[config.mk]
export PLATFORM = sky130hd
export DESIGN_NAME = gregorian_date_step_unit
export DESIGN_NICKNAME = d
export VERILOG_FILES = /design/src/rtl/gdsu_pkg.sv /design/src/rtl/gregorian_date_step_unit.sv /design/src/rtl/gdsu_calc.sv
export VERILOG_INCLUDE_DIRS = /design/src /design/src/rtl
export SDC_FILE = /design/constraint.sdc
export NUM_CORES = 1
export LEC_CHECK = 0
export ABC_AREA = 1
export BUFFER_PORTS_ARGS = -buffer_cell sky130_fd_sc_hd__buf_2
export CAP_MARGIN = 20
export CORE_MARGIN = 5
export CORE_UTILIZATION = 45
export CTS_BUF_LIST = sky130_fd_sc_hd__clkbuf_4 sky130_fd_sc_hd__clkbuf_8
export DETAILED_ROUTE_END_ITERATION = 16
export PLACE_DENSITY = 0.71
export SLEW_MARGIN = 30
export SYNTH_ARGS = -nofsm -noshare
export SYNTH_HDL_FRONTEND = slang
export SYNTH_SLANG_ARGS = --single-unit
[constraint.sdc]
create_clock -name clk -period 11.3 [get_ports clk]
set_input_delay 3.39 -clock clk [delete_from_list [all_inputs] [get_ports clk]]
set_output_delay 3.39 -clock clk [all_outputs]
set_load 0.05 [all_outputs]
[src/rtl/gregorian_date_step_unit_defines.svh]
// Assertion macros for the Gregorian date step unit.
// Expects clk and arst_n in the scope of the module that uses them.
`ifndef GREGORIAN_DATE_STEP_UNIT_DEFINES_SVH
`define GREGORIAN_DATE_STEP_UNIT_DEFINES_SVH

// same-cycle implication, disabled in reset
`define GDSU_ASSERT_NOW(label, ante, cons, msg) \
	label: assert property (@(posedge clk) disable iff (!arst_n) (ante) |-> (cons)) \
		else $error(msg);

// next-cycle implication, disabled in reset
`define GDSU_ASSERT_NEXT(label, ante, cons, msg) \
	label: assert property (@(posedge clk) disable iff (!arst_n) (ante) |=> (cons)) \
		else $error(msg);

`endif

[src/rtl/gdsu_pkg.sv]
// Types, month codes and calendar helpers for the Gregorian date step unit.
// No dependencies.
`timescale 1ns / 1ps
`default_nettype none

package gdsu_pkg;

	localparam logic [3:0] MONTH_JAN = 4'd1;
	localparam logic [3:0] MONTH_FEB = 4'd2;
	localparam logic [3:0] MONTH_APR = 4'd4;
	localparam logic [3:0] MONTH_JUN = 4'd6;
	localparam logic [3:0] MONTH_SEP = 4'd9;
	localparam logic [3:0] MONTH_NOV = 4'd11;
	localparam logic [3:0] MONTH_DEC = 4'd12;

	localparam logic [4:0] DAYS_LONG  = 5'd31;
	localparam logic [4:0] DAYS_SHORT = 5'd30;
	localparam logic [4:0] DAYS_LEAP  = 5'd29;
	localparam logic [4:0] DAYS_FEB   = 5'd28;

	// floor(year / 25) as (year * Recip25) >> RecipShift, exact for 14-bit years
	localparam logic [14:0] Recip25    = 15'd20972;
	localparam int          RecipShift = 19;

	localparam int TDATA_IN_W  = 24;
	localparam int TDATA_OUT_W = 64;

	typedef struct packed {
		logic [13:0] year;
		logic [3:0]  month;
		logic [5:0]  day;
	} gdsu_date_t;

	typedef struct packed {
		logic        date_valid;
		logic [4:0]  month_length;
		logic [8:0]  day_of_year;
		logic [4:0]  prev_day;
		logic [3:0]  prev_month;
		logic [13:0] prev_year;
		logic [4:0]  next_day;
		logic [3:0]  next_month;
		logic [13:0] next_year;
	} gdsu_result_t;

	function automatic logic gdsu_is_leap(input logic [13:0] year);
		logic [28:0] prod;
		logic [9:0]  quo;
		logic [13:0] back;
		logic        by25;
		prod = 29'(year) * 29'(Recip25);
		quo  = prod[28:RecipShift];
		back = 14'(quo) * 14'd25;
		by25 = (back == year);
		return (year[1:0] == 2'd0) && (!by25 || (year[3:0] == 4'd0));
	endfunction

	function automatic logic [4:0] gdsu_month_len(input logic [3:0] month, input logic leap);
		logic [4:0] len;
		case (month)
			MONTH_APR, MONTH_JUN, MONTH_SEP, MONTH_NOV: len = DAYS_SHORT;
			MONTH_FEB: len = leap ? DAYS_LEAP : DAYS_FEB;
			default: len = DAYS_LONG;
		endcase
		return len;
	endfunction

	function automatic logic [8:0] gdsu_days_before(input logic [3:0] month);
		logic [8:0] days;
		case (month)
			4'd1:  days = 9'd0;
			4'd2:  days = 9'd31;
			4'd3:  days = 9'd59;
			4'd4:  days = 9'd90;
			4'd5:  days = 9'd120;
			4'd6:  days = 9'd151;
			4'd7:  days = 9'd181;
			4'd8:  days = 9'd212;
			4'd9:  days = 9'd243;
			4'd10: days = 9'd273;
			4'd11: days = 9'd304;
			4'd12: days = 9'd334;
			default: days = 9'd0;
		endcase
		return days;
	endfunction

endpackage

`default_nettype wire

[src/rtl/gregorian_date_step_unit.sv]
// Gregorian date step unit: input register, date logic, result register.
// Depends on gdsu_pkg, gdsu_calc and gregorian_date_step_unit_defines.svh.
// Throughput: one beat per cycle, set by the two-register stream pipeline,
// as long as m_tready low does not stall the output.
// Reset: arst_n low empties both stages at once; payload is not reset.
`timescale 1ns / 1ps
`default_nettype none
`include "gregorian_date_step_unit_defines.svh"

module gregorian_date_step_unit import gdsu_pkg::*; (
	input  wire logic                   clk,
	input  wire logic                   arst_n,
	input  wire logic                   s_tvalid,
	output logic                        s_tready,
	input  wire logic [TDATA_IN_W-1:0]  s_tdata,  // day[5:0], month[9:6], year[23:10]
	output logic                        m_tvalid,
	input  wire logic                   m_tready,
	// month_length[4:0], day_of_year[13:5], prev_day[18:14], prev_month[22:19],
	// prev_year[36:23], next_day[41:37], next_month[45:42], next_year[59:46], zero[63:60]
	output logic [TDATA_OUT_W-1:0]      m_tdata,
	output logic                        m_tuser   // date_valid
);

	gdsu_date_t   date_in;
	gdsu_date_t   date_s1;
	gdsu_result_t res;
	gdsu_result_t res_s2;
	logic         valid_s1;
	logic         valid_s2;
	logic         adv_s1;

	assign date_in.day   = s_tdata[5:0];
	assign date_in.month = s_tdata[9:6];
	assign date_in.year  = s_tdata[23:10];

	assign adv_s1   = !valid_s2 || m_tready;
	assign s_tready = !valid_s1 || adv_s1;

	always_ff @(posedge clk or negedge arst_n) begin
		if (!arst_n) begin
			valid_s1 <= 1'b0;
			valid_s2 <= 1'b0;
		end else begin
			if (s_tready) valid_s1 <= s_tvalid;
			if (adv_s1) valid_s2 <= valid_s1;
		end
	end

	always_ff @(posedge clk) begin
		if (s_tvalid && s_tready) date_s1 <= date_in;
		if (valid_s1 && adv_s1) res_s2 <= res;
	end

	gdsu_calc u_calc (
		.date (date_s1),
		.res  (res)
	);

	assign m_tvalid = valid_s2;
	assign m_tuser  = res_s2.date_valid;
	assign m_tdata  = {4'd0, res_s2.next_year, res_s2.next_month, res_s2.next_day,
		res_s2.prev_year, res_s2.prev_month, res_s2.prev_day,
		res_s2.day_of_year, res_s2.month_length};

	`GDSU_ASSERT_NEXT(a_in_beat_fills_s1, s_tvalid && s_tready, valid_s1, "beat lost at stage 1")
	`GDSU_ASSERT_NEXT(a_s1_holds, valid_s1 && !adv_s1, valid_s1 && $stable(date_s1),
		"stage 1 changed while stalled")
	`GDSU_ASSERT_NOW(a_invalid_zero, m_tvalid && !m_tuser, m_tdata == 64'd0,
		"invalid date with nonzero result")
	`GDSU_ASSERT_NOW(a_valid_month_len, m_tvalid && m_tuser,
		(res_s2.month_length >= DAYS_FEB) && (res_s2.next_day != 5'd0),
		"valid date with bad month length or next day")

endmodule

`default_nettype wire

[src/rtl/gdsu_calc.sv]
// Combinational date logic: validity, month length, ordinal day, previous and next date.
// Depends on gdsu_pkg.
`timescale 1ns / 1ps
`default_nettype none

module gdsu_calc import gdsu_pkg::*; (
	input  gdsu_date_t   date,
	output gdsu_result_t res
);

	logic       leap;
	logic [4:0] mlen;
	logic [3:0] prev_mon;
	logic [4:0] prev_len;
	logic [4:0] day5;
	logic       valid;

	assign leap     = gdsu_is_leap(date.year);
	assign mlen     = gdsu_month_len(date.month, leap);
	assign prev_mon = date.month - 4'd1;
	assign prev_len = gdsu_month_len(prev_mon, leap);
	assign day5     = date.day[4:0];
	assign valid    = (date.day != 6'd0) && (date.month != 4'd0) && (date.month <= MONTH_DEC) &&
		(date.year != 14'd0) && (date.day <= {1'b0, mlen});

	always_comb begin
		res = '0;
		if (valid) begin
			res.date_valid   = 1'b1;
			res.month_length = mlen;
			res.day_of_year  = gdsu_days_before(date.month) + 9'(day5) +
				9'((date.month > MONTH_FEB) && leap);
			if (day5 == 5'd1) begin
				if (date.month == MONTH_JAN) begin
					res.prev_day   = DAYS_LONG;
					res.prev_month = MONTH_DEC;
					res.prev_year  = date.year - 14'd1;
				end else begin
					res.prev_day   = prev_len;
					res.prev_month = prev_mon;
					res.prev_year  = date.year;
				end
			end else begin
				res.prev_day   = day5 - 5'd1;
				res.prev_month = date.month;
				res.prev_year  = date.year;
			end
			if (day5 == mlen) begin
				res.next_day = 5'd1;
				if (date.month == MONTH_DEC) begin
					res.next_month = MONTH_JAN;
					res.next_year  = date.year + 14'd1;
				end else begin
					res.next_month = date.month + 4'd1;
					res.next_year  = date.year;
				end
			end else begin
				res.next_day   = day5 + 5'd1;
				res.next_month = date.month;
				res.next_year  = date.year;
			end
		end
	end

endmodule

`default_nettype wire
==> out/results.tsv <==
stage	metric	value	unit
worst_setup_path	cpLargestDelayFamily	adder cells	
floorplan	die_x	157	um
sta	hold_viol	0	
grt	grt_pass1_wl	36.6	mm
synthesis	synth_top_area_cell	edfxtp_1	
drt	route.detailed.drc	0	
worst_setup_path	setup.worst_path.end_class	flip-flop	
drt	drtIter0Drc	530	
cts	hold_buffers	0	
sta	slew_headroom	0.397	
floorplan	die-area	24700	sq um
synthesis	synth_cells	1056	
worst_setup_path	critPathMaxStageDelay	730	ps
synthesis	async_flop_share	0.0213	
drt	route.met3.wl	1.69	mm
drt	vias_per_cell	5.09	
sta	max_clock_freq	0.0958	GHz
sta	fin_skew	12.0	ps
cts	cts_buffers	9	
sta	finalMaxSlewViolations	0	
placement	place.gp.congestion	0.911	
sta	rsz0062_at_grt	no	
drt	vias	7276	
cells_and_area	synthToLayoutAreaGrowth	9.60	%
synthesis	synth_ff_type	edfxtp_1	
drt	drt-total-wl	22.5	mm
grt	gr-total-overflow	0	
cells_and_area	nets	1422	
run_status	outcome	finished, final reports clean	
synthesis	ys_top_cells_by_area	edfxtp_1 (26%), ha_1 (23%), fa_1 (14%)	
sta	worstMarginPinSlew	899	ps
worst_setup_path	crit_fanout	28	
cells_and_area	antenna_cells	0	
grt	grt_start_max_net_pins	60	
synthesis	synth.distinct_cells	50	
sta	setup_violations	0	
grt	grt_pass1_vias	6994	
synthesis	yosysWarnings	0	
worst_setup_path	crit_slowest_cell	edfxtp_1	
grt	antenna_found_initial	0	
drt	wl_met2	10.2	mm
cts	clockBufferDepth	2	
sta	fin_crit	10440	ps
drt	wl_met1	10.3	mm
synthesis	syn-cell-area	9730	sq um
grt	grt_usage	0.188	
worst_setup_path	crit_top_cell	nand2_1	
sta	finalSetupTns	0	ps
worst_setup_path	crit_buf_inv	11	
cts	cts_tree	done	
cts	ctsResizeCount	0	
floorplan	num_rows	53	
placement	hpwl	18.4	mm
cts	cts_setup_buffers	0	
synthesis	avgSynthCellArea	9.21	sq um
drt	first_pass_iters	6	
synthesis	synth-seq-cells	94	
placement	io_buffers	90	
drt	dr.max_layer_used	met4	
worst_setup_path	path_class	reg2reg	
cts	cts_max_level	3	
floorplan	fp.dieH	157	um
hold_path	holdCritPathClass	reg2reg	
worst_setup_path	worst-endpoint-arrival	10610	ps
synthesis	yosysSeqAreaShare	0.280	
cts	clkLatencyLatePin	380	ps
cts	cts_sinks	94	
cts	path_clk_slew	100	ps
worst_setup_path	startpoint_type	flip-flop	
cts	root_buffer	clkbuf_8	
synthesis	synthDominantCellAreaShare	0.256	
run	max-cap-violations	0	
floorplan	start_util	0.460	
cells_and_area	drive_above_1_share	0.124	
floorplan	core	21200	sq um
worst_setup_path	worstPathRequired	11470	ps
drt	wl_per_cell	15.7	um
floorplan	io_pins	95	
sta	period_share	0.924	
drt	ant_nets	0	
synthesis	synth-edff-count	83	
==> cell usage after synthesis (all sizes together), types with 2 or more instances <==
cell type,number
and3,2
fa,70
nand3,58
inv,211
o22ai,2
xnor2,16
clkbuf,2
buf,12
o211ai,2
a21oi,61
xor2,16
clkinv,2
edfxtp,83
nor2,68
ha,175
nand2,179
o21ai,45
dfxtp,9
nand4,9
nor4,3
a221oi,3
nor3,13
dfrtp,2
nand3b,2
==> layout by cell type, fill, tap and decap left out, types with 3 or more instances in the layout <==
master	instances
inv_1	207
nand2_1	176
ha_1	175
buf_2	90
edfxtp_1	83
fa_1	70
nor2_1	61
nand3_1	56
a21oi_1	52
o21ai_0	30
xor2_1	16
xnor2_1	16
o21ai_1	15
clkbuf_8	10
nand4_1	9
dfxtp_1	9
a21oi_2	8
nor3_1	7
nor3_2	6
nor2_4	5
conb_1	4
a221oi_1	3
buf_4	3
==> worst min-delay path, stage by stage (launching register included) <==
cell	delay, ps
dfrtp_1	350
inv_1	80
nand2_1	80
==> worst paths after layout <==
check | from | end | slack (ps) | depth (start not counted)
hold / removal | valid_s1 | m_tvalid | 550 | 2
setup / recovery | date_s1[21] | m_tdata[21] | 860 | 49
max in group asynchronous | arst_n | m_tvalid | 8420 | 1
setup reg to reg | date_s1[21] | m_tdata[21] | 860 | 49
hold reg to reg | valid_s1 | m_tvalid | 550 | 2
min in group asynchronous | arst_n | valid_s1 | 2770 | 1
==> state kept, by name, indices dropped and copies added (netlist names), named ones only <==
name,flops
m_tdata,58
valid_s1,1
m_tvalid,1
m_tuser,1
date_s1,24
==> metal layers <==
layer  up-vias  global-route usage
li1       3598                   -
met1      3426               0.277
met2       228               0.287
met3        24              0.0432
met4         0              0.0373
met5         -                   0
==> cell type report <==
| class | count | area [sq um] |
|---|---|---|
| fillers | 1963 | 10500 |
| well taps | 275 | 344 |
| flip-flops and latches | 94 | 2720 |
| inverters | 213 | 803 |
| clock inverters | 5 | 60.1 |
| multi-input cells | 738 | 6120 |
| clock buffers | 11 | 145 |
| repair buffers | 93 | 473 |
==> cells by family after synthesis <==
group                      after synthesis  synth area share
DFF                                     94             0.280
other                                    1          0.000385
buffers and inverters                  227            0.0939
adders and majority gates              245             0.369
AOI/OAI and AO/OA                      119            0.0693
and+or+nand+nor                        337             0.156
xor gates and xnor gates                33            0.0311
==> per-stage QoR <==
step	hold WS (ps)	cell area (sq um)	util	std cells	setup WS, ps
floorplan	447	9740	-	1059	2450
global placement	497	10500	0.494	1413	1290
detailed placement	516	10500	0.494	1413	949
CTS	544	10700	0.504	1429	872
global route	575	10700	0.504	1429	35.2
finish	549	10700	0.504	1429	856
Power is not shown: default switching activity piles up to over one toggle a cycle in this logic, so the estimate is an artifact.
